[src/design/csau_pkg.sv]
// package with transfer types and constants for the checked scaled arithmetic unit
package csau_pkg;

    typedef enum logic [1:0] {
        OP_MUL_ADD = 2'd0,
        OP_DIV_INT = 2'd1,
        OP_MUL_DIV = 2'd2,
        OP_NONE    = 2'd3
    } op_t;

    typedef struct packed {
        logic [1:0]         op;
        logic signed [31:0] n;
        logic signed [31:0] x;
        logic signed [31:0] y;
        logic [30:0]        max_ans;
        logic [16:0]        d;
        logic               clear_error;
    } req_t;

    typedef struct packed {
        logic signed [31:0] result;
        logic signed [31:0] remainder;
        logic               this_error;
        logic               sticky_error;
    } rsp_t;

    // divider dividend and quotient width, one bit per step
    localparam int DIV_W = 34;
    localparam logic [5:0] DIV_STEPS = 6'd34;
    localparam int HALF_BITS = 15;
    localparam logic [31:0] MAX_N_MUL_DIV = 32'd65536;
    localparam logic [31:0] INT_MIN = 32'h8000_0000;
    localparam logic [31:0] INT_MAX = 32'h7fff_ffff;

endpackage

[src/design/checked_scaled_arithmetic_unit_top.sv]
// top level of the checked scaled arithmetic unit: sequencer, shared multiplier and divider
//
// channel   signals              direction  transfer when
// command   start, busy, req     in         rising edge with start high and busy low
// result    done, rsp            out        rising edge ending the single cycle done is high
//
// the restoring divider gives one quotient bit a cycle over 34 bits and is used once for op 1
// and twice for ops 0 and 2; op 3 and operands rejected up front do not use the divider
// reset clears the sequencer, the sticky error flag and the kept remainder
// the result is shown for one cycle with done; the receiver cannot stall it
// busy is high from the cycle after a command transfer until done, but stays low for commands done without the divider
module checked_scaled_arithmetic_unit_top (
    input  logic           clk,
    input  logic           rst_n,
    input  logic           start,
    output logic           busy,
    input  csau_pkg::req_t req,
    output logic           done,
    output csau_pkg::rsp_t rsp
);

    typedef enum logic [2:0] {
        S_IDLE,
        S_MUL0,
        S_MUL1,
        S_DIV
    } state_t;

    state_t state_reg, state_next;

    // latched command
    logic [1:0]         op_reg, op_next;
    logic [31:0]        n_reg, n_next;
    logic [31:0]        x_reg, x_next;
    logic [31:0]        y_reg, y_next;
    logic [31:0]        mag_reg, mag_next;
    logic [16:0]        d_reg, d_next;

    // op 0 bound check operands
    logic signed [35:0] xa_reg, xa_next;
    logic signed [35:0] num2_reg, num2_next;
    logic               num_neg_reg, num_neg_next;
    logic               ok1_reg, ok1_next;

    // op 2 intermediate values
    logic [31:0]        t_reg, t_next;
    logic [31:0]        prod_reg, prod_next;
    logic               ovf_reg, ovf_next;
    logic               pass_reg, pass_next;

    // shared restoring divider
    logic [31:0]        div_rem_reg, div_rem_next;
    logic [33:0]        div_quo_reg, div_quo_next;
    logic [31:0]        div_den_reg, div_den_next;
    logic [5:0]         div_cnt_reg, div_cnt_next;

    // outputs and kept state
    logic [31:0]        result_reg, result_next;
    logic               this_err_reg, this_err_next;
    logic               sticky_reg, sticky_next;
    logic [31:0]        last_rem_reg, last_rem_next;
    logic               done_reg, done_next;

    // shared multiplier
    logic [31:0]        mul_a, mul_b;
    logic [63:0]        mul_p;

    // divider step
    logic [32:0]        div_shift;
    logic [33:0]        div_diff;
    logic               div_ge;
    logic [31:0]        fin_rem;
    logic [33:0]        fin_quo;

    assign mul_p = 64'(mul_a) * 64'(mul_b);

    always_comb
    begin
        mul_a = x_reg;
        mul_b = n_reg;
        if (state_reg == S_MUL1)
        begin
            mul_a = {15'd0, mag_reg[31:15]};
        end
        else if (op_reg == csau_pkg::OP_MUL_DIV)
        begin
            mul_a = {17'd0, mag_reg[14:0]};
        end
    end

    assign div_shift = {div_rem_reg, div_quo_reg[33]};
    assign div_diff  = {1'b0, div_shift} - {2'b00, div_den_reg};
    assign div_ge    = ~div_diff[33];
    assign fin_rem   = div_ge ? div_diff[31:0] : div_shift[31:0];
    assign fin_quo   = {div_quo_reg[32:0], div_ge};

    always_comb
    begin
        logic signed [35:0] xs;
        logic signed [35:0] ys;
        logic signed [35:0] ms;
        logic signed [35:0] num1;
        logic signed [35:0] numb;
        logic signed [35:0] qs;
        logic [31:0]        na;
        logic [31:0]        xm;
        logic [31:0]        uval;
        logic [33:0]        u;
        logic               sticky_base;
        logic               ok;

        state_next    = state_reg;
        op_next       = op_reg;
        n_next        = n_reg;
        x_next        = x_reg;
        y_next        = y_reg;
        mag_next      = mag_reg;
        d_next        = d_reg;
        xa_next       = xa_reg;
        num2_next     = num2_reg;
        num_neg_next  = num_neg_reg;
        ok1_next      = ok1_reg;
        t_next        = t_reg;
        prod_next     = prod_reg;
        ovf_next      = ovf_reg;
        pass_next     = pass_reg;
        div_rem_next  = div_rem_reg;
        div_quo_next  = div_quo_reg;
        div_den_next  = div_den_reg;
        div_cnt_next  = div_cnt_reg;
        result_next   = result_reg;
        this_err_next = this_err_reg;
        sticky_next   = sticky_reg;
        last_rem_next = last_rem_reg;
        done_next     = 1'b0;

        xs   = 36'(req.x);
        ys   = 36'(req.y);
        ms   = 36'($signed({1'b0, req.max_ans}));
        num1 = ms - ys;
        na   = req.n[31] ? (32'd0 - req.n) : req.n;
        xm   = req.x[31] ? (32'd0 - req.x) : req.x;
        qs   = num_neg_reg ? (36'sd0 - $signed({2'b00, fin_quo})) : $signed({2'b00, fin_quo});
        u    = mul_p[33:0] + 34'(t_reg[31:15]);
        sticky_base = req.clear_error ? 1'b0 : sticky_reg;
        ok   = 1'b0;
        uval = 32'd0;
        numb = 36'sd0;

        case (state_reg)
            S_IDLE:
            begin
                if (start)
                begin
                    op_next      = req.op;
                    n_next       = req.n;
                    x_next       = req.x;
                    y_next       = req.y;
                    d_next       = req.d;
                    mag_next     = xm;
                    sticky_next  = sticky_base;
                    pass_next    = 1'b0;
                    div_rem_next = 32'd0;
                    div_den_next = na;
                    div_cnt_next = csau_pkg::DIV_STEPS;
                    case (req.op)
                        csau_pkg::OP_MUL_ADD:
                        begin
                            xa_next      = req.n[31] ? (36'sd0 - xs) : xs;
                            num2_next    = ms + ys;
                            num_neg_next = num1[35];
                            div_quo_next = num1[35] ? 34'(36'sd0 - num1) : num1[33:0];
                            if (req.n == 32'sd0)
                            begin
                                result_next   = req.y;
                                this_err_next = 1'b0;
                                done_next     = 1'b1;
                            end
                            else
                            begin
                                state_next = S_MUL0;
                            end
                        end
                        csau_pkg::OP_DIV_INT:
                        begin
                            div_quo_next = {2'b00, xm};
                            if (req.n == 32'sd0)
                            begin
                                result_next   = 32'd0;
                                last_rem_next = req.x;
                                this_err_next = 1'b1;
                                sticky_next   = 1'b1;
                                done_next     = 1'b1;
                            end
                            else if (req.x == csau_pkg::INT_MIN && req.n == -32'sd1)
                            begin
                                result_next   = csau_pkg::INT_MAX;
                                last_rem_next = 32'd0;
                                this_err_next = 1'b1;
                                sticky_next   = 1'b1;
                                done_next     = 1'b1;
                            end
                            else
                            begin
                                state_next = S_DIV;
                            end
                        end
                        csau_pkg::OP_MUL_DIV:
                        begin
                            if (req.d == 17'd0 || req.n[31]
                                || req.n > csau_pkg::MAX_N_MUL_DIV)
                            begin
                                result_next   = 32'd0;
                                this_err_next = 1'b1;
                                sticky_next   = 1'b1;
                                done_next     = 1'b1;
                            end
                            else
                            begin
                                state_next = S_MUL0;
                            end
                        end
                        default:
                        begin
                            result_next   = 32'd0;
                            this_err_next = 1'b0;
                            done_next     = 1'b1;
                        end
                    endcase
                end
            end
            S_MUL0:
            begin
                prod_next = mul_p[31:0];
                t_next    = mul_p[31:0];
                if (op_reg == csau_pkg::OP_MUL_DIV)
                begin
                    state_next = S_MUL1;
                end
                else
                begin
                    state_next = S_DIV;
                end
            end
            S_MUL1:
            begin
                // u = (a div 2^15) * n + (t div 2^15), kept for the overflow case
                prod_next    = u[31:0];
                div_quo_next = u;
                div_rem_next = 32'd0;
                div_den_next = {15'd0, d_reg};
                div_cnt_next = csau_pkg::DIV_STEPS;
                state_next   = S_DIV;
            end
            S_DIV:
            begin
                div_rem_next = fin_rem;
                div_quo_next = fin_quo;
                div_cnt_next = div_cnt_reg - 6'd1;
                if (div_cnt_reg == 6'd1)
                begin
                    case (op_reg)
                        csau_pkg::OP_MUL_ADD:
                        begin
                            if (!pass_reg)
                            begin
                                ok1_next     = xa_reg <= qs;
                                numb         = num2_reg;
                                num_neg_next = numb[35];
                                div_quo_next = numb[35] ? 34'(36'sd0 - numb) : numb[33:0];
                                div_rem_next = 32'd0;
                                div_cnt_next = csau_pkg::DIV_STEPS;
                                pass_next    = 1'b1;
                            end
                            else
                            begin
                                ok            = ok1_reg && ((36'sd0 - xa_reg) <= qs);
                                result_next   = ok ? (prod_reg + y_reg) : 32'd0;
                                this_err_next = ~ok;
                                sticky_next   = sticky_reg | ~ok;
                                done_next     = 1'b1;
                                state_next    = S_IDLE;
                            end
                        end
                        csau_pkg::OP_DIV_INT:
                        begin
                            result_next   = (x_reg[31] ^ n_reg[31])
                                            ? (32'd0 - fin_quo[31:0]) : fin_quo[31:0];
                            last_rem_next = x_reg[31] ? (32'd0 - fin_rem) : fin_rem;
                            this_err_next = 1'b0;
                            done_next     = 1'b1;
                            state_next    = S_IDLE;
                        end
                        csau_pkg::OP_MUL_DIV:
                        begin
                            if (!pass_reg)
                            begin
                                // quotient of u by d must stay below 2^15
                                ovf_next = |fin_quo[33:csau_pkg::HALF_BITS];
                                if (~|fin_quo[33:csau_pkg::HALF_BITS])
                                begin
                                    prod_next = {fin_quo[16:0], 15'd0};
                                end
                                div_quo_next = {2'b00, fin_rem[16:0], t_reg[14:0]};
                                div_rem_next = 32'd0;
                                div_cnt_next = csau_pkg::DIV_STEPS;
                                pass_next    = 1'b1;
                            end
                            else
                            begin
                                uval          = ovf_reg ? prod_reg : (prod_reg + fin_quo[31:0]);
                                result_next   = x_reg[31] ? (32'd0 - uval) : uval;
                                last_rem_next = x_reg[31] ? (32'd0 - fin_rem) : fin_rem;
                                this_err_next = ovf_reg;
                                sticky_next   = sticky_reg | ovf_reg;
                                done_next     = 1'b1;
                                state_next    = S_IDLE;
                            end
                        end
                        default:
                        begin
                            result_next   = 32'd0;
                            this_err_next = 1'b0;
                            done_next     = 1'b1;
                            state_next    = S_IDLE;
                        end
                    endcase
                end
            end
            default:
            begin
                state_next = S_IDLE;
            end
        endcase
    end

    always_ff @(posedge clk or negedge rst_n)
    begin
        if (!rst_n)
        begin
            state_reg    <= S_IDLE;
            sticky_reg   <= 1'b0;
            last_rem_reg <= 32'd0;
            done_reg     <= 1'b0;
        end
        else
        begin
            state_reg    <= state_next;
            sticky_reg   <= sticky_next;
            last_rem_reg <= last_rem_next;
            done_reg     <= done_next;
        end
    end

    // datapath registers, not reset; the command is loaded into them at each command transfer
    always_ff @(posedge clk)
    begin
        op_reg       <= op_next;
        n_reg        <= n_next;
        x_reg        <= x_next;
        y_reg        <= y_next;
        mag_reg      <= mag_next;
        d_reg        <= d_next;
        xa_reg       <= xa_next;
        num2_reg     <= num2_next;
        num_neg_reg  <= num_neg_next;
        ok1_reg      <= ok1_next;
        t_reg        <= t_next;
        prod_reg     <= prod_next;
        ovf_reg      <= ovf_next;
        pass_reg     <= pass_next;
        div_rem_reg  <= div_rem_next;
        div_quo_reg  <= div_quo_next;
        div_den_reg  <= div_den_next;
        div_cnt_reg  <= div_cnt_next;
        result_reg   <= result_next;
        this_err_reg <= this_err_next;
    end

    assign busy             = (state_reg != S_IDLE);
    assign done             = done_reg;
    assign rsp.result       = result_reg;
    assign rsp.remainder    = last_rem_reg;
    assign rsp.this_error   = this_err_reg;
    assign rsp.sticky_error = sticky_reg;

endmodule

[config.mk]
export PLATFORM = sky130hd
export DESIGN_NAME = checked_scaled_arithmetic_unit_top
export DESIGN_NICKNAME = d
export VERILOG_FILES = /design/src/design/csau_pkg.sv /design/src/design/checked_scaled_arithmetic_unit_top.sv
export SDC_FILE = /design/constraint.sdc
export NUM_CORES = 2
export LEC_CHECK = 0
export BUFFER_PORTS_ARGS = -buffer_cell sky130_fd_sc_hd__buf_4
export CORE_MARGIN = 5
export CORE_UTILIZATION = 44
export CTS_BUF_LIST = sky130_fd_sc_hd__clkbuf_8
export CTS_CLUSTER_SIZE = 28
export DETAILED_ROUTE_END_ITERATION = 10
export GPL_TIMING_DRIVEN = 1
export HOLD_SLACK_MARGIN = 0.02
export SYNTH_ARGS = -nofsm -noshare
export SYNTH_HDL_FRONTEND = slang
export SYNTH_SLANG_ARGS = --single-unit
[constraint.sdc]
create_clock -name clk -period 9.08 [get_ports clk]
set_input_delay 0.454 -clock clk [delete_from_list [all_inputs] [get_ports clk]]
set_output_delay 0.454 -clock clk [all_outputs]
set_load 0.01 [all_outputs]
==> flow_summary.ini <==
[outcome]
outcome = finished, final reports clean

[routing]
wl_mm = 193
ant_nets = 0
dr.pass1.iters = 6
via_per_inst = 5.80
dr_total_vias = 46600
wl_per_cell_um = 24.0
drt_iter0_drc = 4520
route.detailed.drc = 0

[clock_tree]
clk_pin_slew_ns = 0.06
insertion_delay_ns = 0.79
cts_tree = done
numCtsBuffers = 80
cts_max_level = 3
clock-root-buffer = clkbuf_8
cts.sinks = 453
clockBufferDepth = 3

[worst_setup_path]
path_buf_inv = 10
critical_path_class = reg2reg
rr_worst_depth = 35
ff2ff_setup_slack_ns = 0.18
crit_family = adder cells
worst_setup_path_end_kind = flip-flop
cpMostUsedCell = fa_1
cp.arrival_ns = 9.40
r2r_start = op_reg[0]
slowest_stage = fa_1
required_ns = 9.58
cp-start-kind = flip-flop
cp_max_fo = 6
cpPeakStageDelay_ns = 0.57
worstReg2RegEnd = div_quo_reg[33]

[cells_and_area]
nets = 7361
final_common_cell = inv_1
most-common-layout-cells = inv_1, nand2_1, fa_1
final_layout_size_suffix_gt1_share_pct = 12.1
largest_register_ffs = 34
multi_input_area_um2 = 38100
final_util_pct = 51.0
regArea_um2 = 13400
nFillCells = 11400
syn_to_final_growth_pct = 14.9

[place]
port_buffers = 217
gp_congestion = 0.971
hpwl_mm = 152

[floorplan]
ioPinCount = 218
dieArea_um2 = 131000
start_util_pct = 44.4
die_height_um = 361
num_rows = 128
core_area_um2 = 122000
die_width_um = 361

[yosys]
syn_nets = 7031
synth_seq_area_share_pct = 24.7
ys_warn_count = 0
ys_async_sr_fraction_pct = 7.95
avgSynthCellArea_um2 = 9.02
syn_area_um2 = 54300
ys_ff_latch = 453
synth_cell_types = 100
synthFlopType = edfxtp_1
synth_edf_count = 417
syn_inst = 6018

[sta]
maxSlewViolCount = 0
max_freq_ghz = 0.112
worst_slew_pin_slew_ns = 1.09
holdWs_ns = 0.0922
relSlewSlack_pct = 25.8
fin_skew_ns = 0.0821
grt_setup_unrepaired = yes
period_minus_slack_ns = 8.90
setup_viol = 0
final-hold-violation-count = 0
finalCritPeriodShare_pct = 98.0

[job]
cap_violations = 0

[global_routing]
track_usage_pct = 28.7
antenna_found_initial = 5
grt_overflow = 0
grt_max_degree = 70
grt_pass1_wl_mm = 288
first_global_vias = 45900

[worst_hold_path]
hp-start = req[93]
min_path_type = in2reg
holdPathStages = 1
hold_end = x_reg[12]
Yosys cell counts (13+ instances only):
| cell | instances | share of area, % |
|---|---|---|
| nand4_1 | 45 | 0.52 |
| o21bai_1 | 15 | 0.21 |
| nor4_1 | 46 | 0.53 |
| a211o_1 | 19 | 0.31 |
| or3_1 | 70 | 0.81 |
| inv_1 | 660 | 4.6 |
| nand2b_1 | 61 | 0.70 |
| edfxtp_1 | 417 | 23 |
| a221oi_1 | 15 | 0.24 |
| nor3_1 | 81 | 0.75 |
| xor2_1 | 197 | 3.2 |
| o22ai_1 | 41 | 0.47 |
| nand2_1 | 561 | 3.9 |
| o31ai_1 | 79 | 1.1 |
| or2_2 | 24 | 0.28 |
| ha_1 | 390 | 9.0 |
| and3_1 | 127 | 1.5 |
| clkbuf_1 | 277 | 1.9 |
| nor2b_1 | 44 | 0.51 |
| a21oi_1 | 302 | 2.8 |
| a22oi_1 | 28 | 0.39 |
| nor3b_1 | 16 | 0.22 |
| and2_1 | 321 | 3.7 |
| a2111oi_0 | 14 | 0.23 |
| or4_1 | 21 | 0.29 |
| nor2_1 | 349 | 2.4 |
| buf_1 | 28 | 0.19 |
| o221ai_1 | 13 | 0.21 |
| o41ai_1 | 21 | 0.34 |
| mux2i_1 | 56 | 1.0 |
| nand3_1 | 90 | 0.83 |
| o21ai_0 | 299 | 2.8 |
| fa_1 | 473 | 17 |
| o211ai_1 | 41 | 0.57 |
| dfrtp_1 | 36 | 1.7 |
| a211oi_1 | 38 | 0.53 |
| xnor2_1 | 323 | 5.2 |
| a21o_1 | 96 | 1.3 |
| o21a_1 | 54 | 0.75 |
| a31oi_1 | 32 | 0.37 |
per-stage QoR:
stage / instance area, µm² / instances / setup WS [ns] / setup TNS (ns)
after floorplan: 54400 / 6018 / 0.0245 / 0
after global placement: 58600 / 7753 / -0.0484 / -0.0484
after detailed placement: 58600 / 7753 / -0.166 / -0.875
after CTS: 61400 / 7996 / 0.0162 / 0
after global routing: 62400 / 8033 / -0.125 / -0.588
final: 62400 / 8036 / 0.183 / 0
logic make-up after synthesis:
family / after synthesis / synth area share, %
flops: 453 / 24.7
mux: 61 / 1.14
simple gates: 1900 / 17.6
fa+ha+maj: 863 / 26.4
buf+inv: 981 / 6.82
xor+xnor: 520 / 8.39
compound gates: 1240 / 14.8
routing by layer:
metal / global-route usage (%) / vias to the layer above / wire length, µm
met2: 45.8 / 1965 / 87800
met1: 39.2 / 23000 / 81500
met4: 10.8 / 2 / 8000
met5: 0 / - / 8
li1: - / 21300 / -
met3: 5.06 / 316 / 15800
repair_timing:
| action | in CTS | in global routing |
|---|---|---|
| cloned | 0 | 2 |
| endpoints found under the hold margin | 142 | 0 |
| hold buffers | 99 | 0 |
| gates resized for setup | 16 | 145 |
| endpoints found under the setup margin | 13 | 28 |
| buffers inserted | 3 | 34 |
| pin swaps | 2 | 74 |
final cells by class:
cell class	count	share of cell area, %
clock inverter	54	0.726
sequential	453	21.5
inverter	663	3.99
tap	1625	3.26
clock buffer	87	1.92
multi-input combinational	4585	61.1
timing repair buffer	565	7.48
antenna	4	0.0160
worst max-delay path by stage:
stage                         start               to  slack [ns]  cells past startpoint
after floorplan           op_reg[1]     prod_reg[30]        0.02                     37
after global placement    op_reg[0]  div_quo_reg[33]       -0.05                     34
after detailed placement  op_reg[0]  div_quo_reg[33]       -0.17                     34
after CTS                 op_reg[0]  div_quo_reg[33]        0.02                     35
after global routing      op_reg[0]  div_quo_reg[33]       -0.13                     39
final                     op_reg[0]  div_quo_reg[33]        0.18                     35
worst register-to-register path: cells and delay by family (launching register included):
family | cells | cell delay (ns)
compound gates | 8 | 1.73
mux | 1 | 0.18
buf+inv | 10 | 0.91
flops | 1 | 0.42
xor+xnor | 2 | 0.22
fa+ha+maj | 9 | 4.34
simple gates | 5 | 0.85
Power is left out: the tool's default activity adds up to more than one toggle a clock period on the data nets, which glitch-free logic cannot reach.
